`config.mk`:
```
export PLATFORM = sky130hd
export DESIGN_NAME = pad_grid_rotation_mapper_top
export DESIGN_NICKNAME = d
export VERILOG_FILES = /design/src/design/pgrm_pkg.sv /design/src/design/pad_grid_rotation_mapper_top.sv
export VERILOG_INCLUDE_DIRS = /design/src /design/src/design
export SDC_FILE = /design/constraint.sdc
export NUM_CORES = 1
export LEC_CHECK = 0
export BUFFER_PORTS_ARGS = -buffer_cell sky130_fd_sc_hd__buf_2
export CAP_MARGIN = 0
export CORE_ASPECT_RATIO = 1.25
export CORE_MARGIN = 5
export CORE_UTILIZATION = 32
export DETAILED_ROUTE_END_ITERATION = 7
export PLACE_DENSITY = 0.56
export REMOVE_ABC_BUFFERS = 1
export SYNTH_ARGS = -nofsm -noshare
export SYNTH_HDL_FRONTEND = slang
export SYNTH_SLANG_ARGS = --single-unit
```
`constraint.sdc`:
```
create_clock -name clk -period 10.3 [get_ports clk]
set_input_delay 0 -clock clk [delete_from_list [all_inputs] [get_ports clk]]
set_output_delay 0 -clock clk [all_outputs]
set_load 0.01 [all_outputs]
```
`src/design/pad_grid_rotation_mapper_top_defines.svh`:
```
// assertion macros for the pad grid rotation mapper
`ifndef PAD_GRID_ROTATION_MAPPER_TOP_DEFINES_SVH
`define PAD_GRID_ROTATION_MAPPER_TOP_DEFINES_SVH

`ifndef ASSERT_OFF
// checked outside reset
`define PGRM_ASSERT(lbl, clk, rst, prop, msg) \
  lbl: assert property (@(posedge clk) disable iff (rst) prop) else $error(msg);
// checked on every edge, reset included
`define PGRM_ASSERT_ALWAYS(lbl, clk, prop, msg) \
  lbl: assert property (@(posedge clk) prop) else $error(msg);
`else
`define PGRM_ASSERT(lbl, clk, rst, prop, msg)
`define PGRM_ASSERT_ALWAYS(lbl, clk, prop, msg)
`endif

`endif

```
`src/design/pgrm_pkg.sv`:
```
// types, codes and constants of the pad grid rotation mapper
`default_nettype none
package pgrm_pkg;

  // input commands
  localparam logic [2:0] CMD_PAD_IN   = 3'd0;
  localparam logic [2:0] CMD_GRID_LED = 3'd1;
  localparam logic [2:0] CMD_COL_LED  = 3'd2;
  localparam logic [2:0] CMD_ROW_LED  = 3'd3;
  localparam logic [2:0] CMD_ALL_OFF  = 3'd4;

  // configuration register indexes
  localparam logic [2:0] REG_ENABLE = 3'd0;
  localparam logic [2:0] REG_ROT0   = 3'd1;
  localparam logic [2:0] REG_ROT1   = 3'd2;
  localparam logic [2:0] REG_ROT2   = 3'd3;
  localparam logic [2:0] REG_ROT3   = 3'd4;

  // rotation codes
  localparam logic [1:0] ROT_0   = 2'd0;
  localparam logic [1:0] ROT_90  = 2'd1;
  localparam logic [1:0] ROT_180 = 2'd2;
  localparam logic [1:0] ROT_270 = 2'd3;

  // message bytes
  localparam logic [3:0] TYPE_NOTE   = 4'h9;
  localparam logic [3:0] TYPE_CTRL   = 4'hB;
  localparam logic [7:0] STATUS_NOTE = 8'h90;
  localparam logic [7:0] STATUS_CTRL = 8'hB0;
  localparam logic [3:0] SIDE_LO     = 4'h8;
  localparam logic [4:0] TOP_CC_HI   = 5'b01101;
  localparam logic [6:0] TOP_BASE    = 7'h60;
  localparam logic [1:0] SIDE_HI     = 2'b10;

  // decoded request class
  typedef enum logic [2:0] {
    CLS_GRID_NOTE,
    CLS_SIDE_NOTE,
    CLS_TOP_CC,
    CLS_GRID_LED,
    CLS_COL_LED,
    CLS_ROW_LED,
    CLS_ALL_OFF
  } cls_t;

  function automatic logic [5:0] colour_of(input logic [1:0] state);
    logic [5:0] c;
    case (state)
      2'd0:    c = 6'h00;
      2'd1:    c = 6'h3C;
      2'd2:    c = 6'h0F;
      default: c = 6'h3F;
    endcase
    return c;
  endfunction

endpackage
`default_nettype wire

```
`src/design/pad_grid_rotation_mapper_top.sv`:
```
// pad grid rotation mapper: three-stage request decode and mapping pipeline
// One request is taken per cycle while busy is low and its results appear
// on the result ports once it has passed the capture, decode and output
// registers, each for one cycle marked by strobe. An all-off request
// gives four results on consecutive cycles (pads 0 to 3, last on the
// final one); while they leave the output register the pipeline holds and
// busy stays high until the last result is on the ports. Requests that map to nothing give no
// strobe. Results cannot be held off, so nothing downstream ever stalls
// the pipeline.
`default_nettype none
`include "pad_grid_rotation_mapper_top_defines.svh"
module pad_grid_rotation_mapper_top (
  input  wire logic       clk,
  input  wire logic       rst,
  input  wire logic       cfg_we,
  input  wire logic [2:0] cfg_index,
  input  wire logic [1:0] cfg_data,
  input  wire logic       start,
  output logic            busy,
  input  wire logic [2:0] command,
  input  wire logic [1:0] device_index,
  input  wire logic [7:0] status_byte,
  input  wire logic [7:0] data_first,
  input  wire logic [7:0] data_second,
  input  wire logic [7:0] led_x,
  input  wire logic [7:0] led_y,
  input  wire logic [1:0] led_state,
  output logic            strobe,
  output logic            kind,
  output logic [3:0]      grid_row,
  output logic [6:0]      grid_col,
  output logic [7:0]      velocity,
  output logic [1:0]      pad_index,
  output logic [7:0]      midi_status,
  output logic [6:0]      midi_note,
  output logic [5:0]      midi_value,
  output logic            last
);
  import pgrm_pkg::*;

  // configuration
  logic       enabled;
  logic [1:0] rotation [4];

  always_ff @(posedge clk) begin
    if (rst) begin
      enabled <= 1'b0;
      for (int i = 0; i < 4; i++) rotation[i] <= ROT_0;
    end else if (cfg_we) begin
      unique case (cfg_index)
        REG_ENABLE: enabled     <= cfg_data[0];
        REG_ROT0:   rotation[0] <= cfg_data;
        REG_ROT1:   rotation[1] <= cfg_data;
        REG_ROT2:   rotation[2] <= cfg_data;
        REG_ROT3:   rotation[3] <= cfg_data;
        default: ;
      endcase
    end
  end

  // stall while the four results of an all-off request leave the output register
  logic       v3;
  logic       alloff3;
  logic [1:0] cnt;
  logic       stall;
  logic       adv;

  assign stall = v3 && alloff3 && (cnt != 2'd3);
  assign adv   = !stall;
  assign busy  = stall;

  // stage 1: request capture
  logic       v1;
  logic [2:0] cmd1;
  logic [1:0] dev1;
  logic [7:0] st1, b11, b21, x1, y1;
  logic [1:0] ls1;

  always_ff @(posedge clk) begin
    if (rst) begin
      v1 <= 1'b0;
    end else if (adv) begin
      v1 <= start;
    end
  end

  always_ff @(posedge clk) begin
    if (adv) begin
      cmd1 <= command;
      dev1 <= device_index;
      st1  <= status_byte;
      b11  <= data_first;
      b21  <= data_second;
      x1   <= led_x;
      y1   <= led_y;
      ls1  <= led_state;
    end
  end

  // stage 2: decode, range checks, rotation lookup
  logic       hit;
  cls_t       cls_next;
  logic [1:0] pad_next;
  logic [2:0] p_next, q_next;

  always_comb begin
    hit      = 1'b0;
    cls_next = CLS_ALL_OFF;
    pad_next = dev1;
    p_next   = b11[6:4];
    q_next   = b11[2:0];
    case (cmd1)
      CMD_PAD_IN: begin
        if (st1[3:0] == 4'h0 && !b11[7]) begin
          if (st1[7:4] == TYPE_NOTE) begin
            if (b11[3:0] == SIDE_LO) begin
              hit      = 1'b1;
              cls_next = CLS_SIDE_NOTE;
            end else if (!b11[3]) begin
              hit      = 1'b1;
              cls_next = CLS_GRID_NOTE;
            end
          end else if (st1[7:4] == TYPE_CTRL && b11[7:3] == TOP_CC_HI) begin
            hit      = 1'b1;
            cls_next = CLS_TOP_CC;
            p_next   = b11[2:0];
          end
        end
      end
      CMD_GRID_LED: begin
        hit      = (x1[7:4] == 4'h0) && (y1[7:4] == 4'h0);
        cls_next = CLS_GRID_LED;
        pad_next = {y1[3], x1[3]};
        p_next   = x1[2:0];
        q_next   = y1[2:0];
      end
      CMD_COL_LED: begin
        hit      = (x1[7:1] == 7'h00) && (y1[7:4] == 4'h0);
        cls_next = CLS_COL_LED;
        pad_next = {y1[3], x1[0]};
        p_next   = y1[2:0];
      end
      CMD_ROW_LED: begin
        hit      = (x1[7:4] == 4'h0) && (y1[7:1] == 7'h00);
        cls_next = CLS_ROW_LED;
        pad_next = {y1[0], x1[3]};
        p_next   = x1[2:0];
      end
      CMD_ALL_OFF: begin
        hit      = 1'b1;
        cls_next = CLS_ALL_OFF;
      end
      default: hit = 1'b0;
    endcase
  end

  logic       v2;
  cls_t       cls2;
  logic [1:0] pad2, rot2;
  logic [2:0] p2, q2;
  logic [7:0] vel2;
  logic [5:0] colour2;

  always_ff @(posedge clk) begin
    if (rst) begin
      v2 <= 1'b0;
    end else if (adv) begin
      v2 <= v1 && hit && enabled;
    end
  end

  always_ff @(posedge clk) begin
    if (adv) begin
      cls2    <= cls_next;
      pad2    <= pad_next;
      rot2    <= rotation[pad_next];
      p2      <= p_next;
      q2      <= q_next;
      vel2    <= b21;
      colour2 <= colour_of(ls1);
    end
  end

  // stage 3: rotation and output formatting
  logic       kind_next;
  logic [3:0] row_next;
  logic [6:0] col_next;
  logic [7:0] status_next;
  logic [6:0] note_next;
  logic [6:0] side_col, top_base;
  logic [6:0] side_note_p, side_note_np, top_note_p, top_note_np;

  assign side_col     = {SIDE_HI, pad2[0], 4'h0};
  assign top_base     = TOP_BASE + {2'b00, ({1'b0, pad2[0]} + {1'b0, pad2[1]}), 3'b000};
  assign side_note_p  = {p2, SIDE_LO};
  assign side_note_np = {~p2, SIDE_LO};
  assign top_note_p   = {TOP_CC_HI[3:0], p2};
  assign top_note_np  = {TOP_CC_HI[3:0], ~p2};

  always_comb begin
    kind_next   = 1'b0;
    row_next    = 4'h0;
    col_next    = 7'h00;
    status_next = 8'h00;
    note_next   = 7'h00;
    case (cls2)
      CLS_GRID_NOTE: begin
        // p is the pad row, q the pad column
        case (rot2)
          ROT_0: begin
            row_next = {pad2[1], p2};
            col_next = {3'b000, pad2[0], q2};
          end
          ROT_90: begin
            row_next = {pad2[0], q2};
            col_next = {3'b000, pad2[1], ~p2};
          end
          ROT_180: begin
            row_next = {pad2[1], ~p2};
            col_next = {3'b000, pad2[0], ~q2};
          end
          default: begin
            row_next = {pad2[0], ~q2};
            col_next = {3'b000, pad2[1], p2};
          end
        endcase
      end
      CLS_SIDE_NOTE: begin
        case (rot2)
          ROT_0:   begin row_next = {pad2[1], p2};  col_next = side_col; end
          ROT_90:  col_next = top_base + {4'h0, ~p2};
          ROT_180: begin row_next = {pad2[1], ~p2}; col_next = side_col; end
          default: col_next = top_base + {4'h0, p2};
        endcase
      end
      CLS_TOP_CC: begin
        case (rot2)
          ROT_0:   col_next = top_base + {4'h0, p2};
          ROT_90:  begin row_next = {pad2[1], p2};  col_next = side_col; end
          ROT_180: col_next = top_base + {4'h0, ~p2};
          default: begin row_next = {pad2[1], ~p2}; col_next = side_col; end
        endcase
      end
      CLS_GRID_LED: begin
        // p is the column, q the row inside the pad
        kind_next   = 1'b1;
        status_next = STATUS_NOTE;
        case (rot2)
          ROT_0:   note_next = {q2, 1'b0, p2};
          ROT_90:  note_next = {~p2, 1'b0, q2};
          ROT_180: note_next = {~q2, 1'b0, ~p2};
          default: note_next = {p2, 1'b0, ~q2};
        endcase
      end
      CLS_COL_LED: begin
        kind_next = 1'b1;
        case (rot2)
          ROT_0:   begin status_next = STATUS_NOTE; note_next = side_note_p;  end
          ROT_90:  begin status_next = STATUS_CTRL; note_next = top_note_p;   end
          ROT_180: begin status_next = STATUS_NOTE; note_next = side_note_np; end
          default: begin status_next = STATUS_CTRL; note_next = top_note_np;  end
        endcase
      end
      CLS_ROW_LED: begin
        kind_next = 1'b1;
        case (rot2)
          ROT_0:   begin status_next = STATUS_CTRL; note_next = top_note_p;   end
          ROT_90:  begin status_next = STATUS_NOTE; note_next = side_note_np; end
          ROT_180: begin status_next = STATUS_CTRL; note_next = top_note_np;  end
          default: begin status_next = STATUS_NOTE; note_next = side_note_p;  end
        endcase
      end
      default: begin
        kind_next   = 1'b1;
        status_next = STATUS_CTRL;
      end
    endcase
  end

  logic       led3;
  logic [3:0] row3;
  logic [6:0] col3;
  logic [7:0] vel3;
  logic [1:0] pad3;
  logic [7:0] status3;
  logic [6:0] note3;
  logic [5:0] value3;
  logic       is_led2;

  assign is_led2 = (cls2 == CLS_GRID_LED) || (cls2 == CLS_COL_LED) || (cls2 == CLS_ROW_LED);

  always_ff @(posedge clk) begin
    if (rst) begin
      v3      <= 1'b0;
      alloff3 <= 1'b0;
      cnt     <= 2'd0;
    end else begin
      if (adv) begin
        v3      <= v2;
        alloff3 <= (cls2 == CLS_ALL_OFF);
      end
      if (v3 && alloff3) cnt <= cnt + 2'd1;
    end
  end

  always_ff @(posedge clk) begin
    if (adv) begin
      led3    <= kind_next;
      row3    <= row_next;
      col3    <= col_next;
      vel3    <= kind_next ? 8'h00 : vel2;
      pad3    <= kind_next ? pad2 : 2'd0;
      status3 <= status_next;
      note3   <= note_next;
      value3  <= is_led2 ? colour2 : 6'h00;
    end
  end

  assign strobe      = v3;
  assign kind        = led3;
  assign grid_row    = row3;
  assign grid_col    = col3;
  assign velocity    = vel3;
  assign pad_index   = alloff3 ? cnt : pad3;
  assign midi_status = status3;
  assign midi_note   = note3;
  assign midi_value  = value3;
  assign last        = alloff3 ? (cnt == 2'd3) : 1'b1;

  // busy only while an all-off burst is leaving
  `PGRM_ASSERT(a_busy_emits, clk, rst, busy |-> strobe, "busy without a result on the ports")
  // a burst never breaks before its last result
  `PGRM_ASSERT(a_burst_cont, clk, rst, (strobe && !last) |=> strobe, "result burst interrupted")
  // the burst walks through pads in order
  `PGRM_ASSERT(a_burst_order, clk, rst, stall |=> (cnt == $past(cnt) + 2'd1),
               "all-off pad counter skipped")
  // a stall holds the decode stage
  `PGRM_ASSERT(a_stall_hold, clk, rst, stall |=> ($stable(v2) && $stable(pad2)),
               "pipeline moved during a stall")
  `PGRM_ASSERT_ALWAYS(a_reset_quiet, clk, rst |=> !strobe, "result right after reset")

endmodule
`default_nettype wire
```
# Word level (Yosys, flattened, before mapping)
# Memory sizes are Yosys's and may differ from the RTL's. A register that Yosys moved wholly into a read port is not among the register bits.
# Index checks and enable logic that the tools add are counted.
# word_totals
register_bits	122
latchBits	0
ram_bits	8
romBits	0
output_inout_bits	46
n_memories	1
# classes
add_sub_neg	5
n_mul	0
n_div	0
order_cmp	0
n_eq_ne	24
shifts	0
mux	59
n_bitwise	6
reduce_logical	27
# memory_table
name	words	word_bits	rd	rd_ports_with_merged_regs	write_ports	line_no	text
rotation	4	2	1	1	4	pad_grid_rotation_mapper_top.sv:43	logic [1:0] rotation [4];
# ops
operator	count
$pmux 7 s3	5
$pmux 4 s3	3
$pmux 8 s4	1
$pmux 7 s2	2
$mux 3	9
$mux 1	25
$eq 3x2->1 const B	6
$pmux 6 s3	1
$pmux 4 s2	2
$eq 3x3->1 const B	5
$add 7x3->7	2
$logic_not 7->1	2
$eq 4x4->1 const B	3
$logic_not 4->1	3
$mux 6	2
$pmux 3 s4	1
$mux 2	5
$eq 3x1->1 const B	3
$logic_and 1x1->1	9
$logic_not 3->1	3
$pmux 3 s3	1
$add 6x6->7 const A	1
$eq 2x2->1 const B	3
$not 3->3	2
other kinds (14)	22

# Longest topological paths before layout
# logic_depth
depth_word	8
depth_mapped	6
depth_no_buf	5

# Worst setup path after synthesis
# No wires, ideal clock.
# synth_path
kind	reg2reg
start	register cnt[0]
end	register b11[0], enable pin
setup_time_ns	0.459
arrival_ns	2.914
setup_slack_ns	6.928
path_stages_with_launch	5
period_less_slack_ns	3.372
path_cell_list	dfxtp_1 -> ha_1 -> and3b_1 -> clkbuf_1 -> inv_1
# synth_via
elab_chain_cells	2
# synth_rtl
element	line_no	text
start: declaration	pad_grid_rotation_mapper_top.sv:64	logic [1:0] cnt;
start signal: assignment	pad_grid_rotation_mapper_top.sv:302	if (v3 && alloff3) cnt <= cnt + 2'd1;
$ne 2x2->1	pad_grid_rotation_mapper_top.sv:68	assign stall = v3 && alloff3 && (cnt != 2'd3);
$logic_and 1x1->1	pad_grid_rotation_mapper_top.sv:68	
via busy	pad_grid_rotation_mapper_top.sv:19	output logic busy,
end signal: assignment	pad_grid_rotation_mapper_top.sv:92	b11 <= data_first;
end: declaration	pad_grid_rotation_mapper_top.sv:76	logic [7:0] st1, b11, b21, x1, y1;
# The timed path passes the listed nets, and every way through them passes these cells.
# A chain may end at the register's enable or synchronous reset.

# Worst setup path after layout
# layout_path
start	register cnt[0]
end	register row3[2], in the netlist grid_row[2], enable pin
# layout_via
elab_chain_cells	2
# layout_rtl
element	line_no	text
$ne 2x2->1	pad_grid_rotation_mapper_top.sv:68	
$logic_and 1x1->1	pad_grid_rotation_mapper_top.sv:68	
end signal: assignment	pad_grid_rotation_mapper_top.sv:309	row3 <= row_next;
end: declaration	pad_grid_rotation_mapper_top.sv:281	logic [3:0] row3;
# Every way passes these cells.

==> results summary <==
The cell area that synthesis handed to floorplanning was roughly 5100 um2. The wire length of the first global-routing pass is 17.1 mm. TritonCTS built the clock tree.

The final-report hold violation count came out at 0. The worst setup path is of the flop to flop kind. The type of the most critical hold path is primary input to flop. The total setup violations reported at the end of the flow came out at 0. After floorplanning, the core was sized to cover 15700 um2.

The instance count of the mapped netlist is 366. The total setup buffers inserted after CTS came out at 0. The register bit total from synthesis is 120. The number of clock sinks is between 100 and 150. The worst hold path begins at cfg_index[0]. met2 is the most crowded layer. Setup repair after global routing left no endpoint under its margin. The total count of max-transition violations in the final report came out at 0. The number of cell rows came out at slightly above 50. The average wire per standard cell is approximately 14 um.

The met3 track demand over resource in global routing came out at 0.0356. The via count of the first global-routing pass came to 3510. The clock period could shrink to 2.36 ns. The areal power density over the cells is 182 nW/um2. The clock insertion delay at the later pin of the skew report came out at 0.41 ns. The total track usage came out at 0.119. Entering global routing, the biggest net connects 82 pins. The area used by multi-input combinational logic came out at between 1000 and 1500 um2. The top fanout value on the critical path is 81.

In the finished design, the share of the clock period the worst path needs comes to 0.229. The H-tree depth reported by CTS is 4. The worst register-to-register path begins at cnt[0]. The half-perimeter wire length of the detailed placement result came out at 7.03 mm. The number of antenna violations at the first check in global routing came out at 0. The worst vdd rail ir drop came out at 97.7 uV. The sequential cell area came out at 3530 um2.

The I/O pin count came out at between 100 and 150. The antenna cell count is 0. The detailed-route DRC error count is 0. The data arrival time of the critical path came out at 2.38 ns. For met1 alone, demand over resource in global routing was 0.139. The number of different library cells used by synthesis comes to 57. For this run, asynchronously set or reset flops after synthesis account for 0. The cts-stage hold buffer count came out at 54. The count of instances resized after the clock tree is built is 0. The global-route congestion overflow total came out at 0. The count of flip-flops with a built-in enable after synthesis came out at roughly 110. The DRC violation total after the first TritonRoute iteration is 130.

Dividing the detail-routed via count by the number of cells gives between 4 and 5. The clock-pin slew on the worst setup and hold paths came out at 0.06 ns. After routing the design area is 6870 um2. The data required time at the worst endpoint came out at 10.32 ns. The mean instance size in the synthesized netlist is between 10 and 15 um2. The number of filler cells placed in the layout is between 1000 and 1500. The most critical setup path has its startpoint at cnt[0]. Adding up every negative setup slack in the final design gives 0 ns. The full die area came out at 18700 um2. The via count of the routed design came out at 3359. For met2 alone, demand over resource in global routing was 0.198. The quantity of I/O buffers inserted on ports is 96. The first TritonRoute pass finished after 4 iterations. The post-synthesis to final-layout area growth is 33.7%. The proportion of layout cells with a drive suffix above 1 came out at 0.271. The relative max-transition margin is 0.338. The total of max-cap violations is 0. The detailed-route wire length came out at 10.5 mm. The number of nets still failing antenna checks after routing is 0. The chip height is 152 um. The number of nets in the layout is 569.

The sort of element at the end of the critical path is a flop. The worst clock skew came out at 0.0134 ns. The total CTS buffers came out at 17. The starting utilization of the core area came out at 0.327. The flip-flop cell with the highest count after synthesis is sky130_fd_sc_hd__edfxtp_1. The die width came out at 123 um. Routability-driven placement finished with a final weighted congestion of 0.815. The root buffer cell chosen for the clock tree is sky130_fd_sc_hd__clkbuf_16. The maximum clock frequency is 423 MHz. The leakage power summed over all cells came out at 2.79 nW. The count of synthesis-stage warnings from yosys is 0. The placed instances occupy a cell area of approximately 5800 um2. Of the synthesized area, sequential elements account for 0.688. The type of origin of the critical path is a flop. The run finished with clean final reports. The tightest hold path in the finished design has a slack of 0.0422 ns.

At the pin with the least slew margin, the transition time is 0.993 ns. The maximum buffer depth of the clock tree came out at 2.
[cells in the final DEF, fill, tap and decap left out, drive strengths merged, types with 6 or more instances in the layout]
cell type / n
dfxtp: 7
nand2: 15
xor2: 10
nand3b: 7
buf: 97
clkinv: 6
mux2i: 8
nor3: 8
edfxtp: 113
a21oi: 12
o21ai: 6
inv: 16
nand3: 8
mux2: 6
nor2: 30
dlygate4sd3: 54
nand2b: 8
and2: 15
clkbuf: 18
[through the flow]
step | total power [mW] | instances | util | setup WS (ns)
after floorplan | 0.647 | 341 | - | 7.02
after global placement | 0.683 | 650 | 0.367 | 7.98
after detailed placement | 0.686 | 650 | 0.367 | 7.92
after CTS | 1.27 | 736 | 0.438 | 7.89
after global routing | 1.30 | 736 | 0.438 | 7.73
final | 1.25 | 736 | 0.438 | 7.94
[synth_stat cells (all sizes together), types with 3 or more instances]
cell	n	share of area
a211oi	3	0.0044
a21o	3	0.0044
a21oi	12	0.012
a221o	5	0.0097
a221oi	3	0.0063
a22oi	5	0.0073
and2	15	0.018
and3b	3	0.0051
buf	15	0.019
clkbuf	14	0.010
dfxtp	7	0.027
edfxtp	113	0.66
inv	11	0.0080
mux2	6	0.013
mux2i	8	0.016
nand2	15	0.011
nand2b	8	0.0097
nand3	8	0.0078
nand3b	7	0.010
nor2	30	0.022
nor2b	5	0.0061
nor3	8	0.0078
nor4	4	0.0049
o21ai	6	0.0058
o22ai	3	0.0037
o31ai	3	0.0044
xor2	10	0.017
[critical path, cell delays in order (launching register included)]
cell and delay, ns:
sky130_fd_sc_hd__dfxtp_1 0.36, sky130_fd_sc_hd__ha_1 0.17, sky130_fd_sc_hd__and3b_1 0.28, sky130_fd_sc_hd__inv_4 0.28, sky130_fd_sc_hd__buf_4 0.83
[sequential cells by signal, summed over array words and instances (netlist names), 3 cells and up]
signal,count
cmd1,3
cls2,3
b11,8
p2,3
rotation,8
x1,8
st1,8
q2,3
grid_col,7
vel2,8
colour2,3
b21,8
grid_row,4
velocity,8
midi_note,7
y1,8
midi_value,3
[final cells by class]
| type | count | share of cell area |
|---|---|---|
| Tap cell | 212 | 0.0386 |
| Timing Repair Buffer | 151 | 0.150 |
| Sequential cell | 120 | 0.514 |
| Multi-Input combinational cell | 210 | 0.208 |
| Clock buffer | 18 | 0.0625 |
| Inverter | 11 | 0.00638 |
| Clock inverter | 14 | 0.0206 |
[report_power, final]
part | switching [mW] | total [mW] | internal [mW] | leakage (nW)
Clock | 0.222 | 0.560 | 0.337 | 0.272
Combinational | 0.0449 | 0.102 | 0.0574 | 1.23
Sequential | 0.0270 | 0.589 | 0.562 | 1.28
Total | 0.294 | 1.25 | 0.956 | 2.79
[kinds of logic after synthesis]
group	Yosys count	share of synthesized area
simple gates	116	0.123
buf+inv	40	0.0370
fa+ha+maj	2	0.00487
other cells	1	0.000730
flops	120	0.688
xor+xnor	12	0.0205
compound gates	59	0.0865
mux	16	0.0390
[routing by layer]
layer | vias up | wire length (um)
met5 | - | 0
met2 | 86 | 5380
met3 | 16 | 530
met4 | 0 | 204
li1 | 1674 | -
met1 | 1583 | 4390
[worst paths after layout]
| check | to | slack, ns | cells past startpoint |
|---|---|---|---|
| min | rotation[2][1] | 0.04 | 3 |
| max reg2reg | grid_row[2] | 7.94 | 4 |
| max | grid_row[2] | 7.94 | 4 |
| min reg2reg | vel2[6] | 0.41 | 0 |
(Power assumes the default switching activity.)
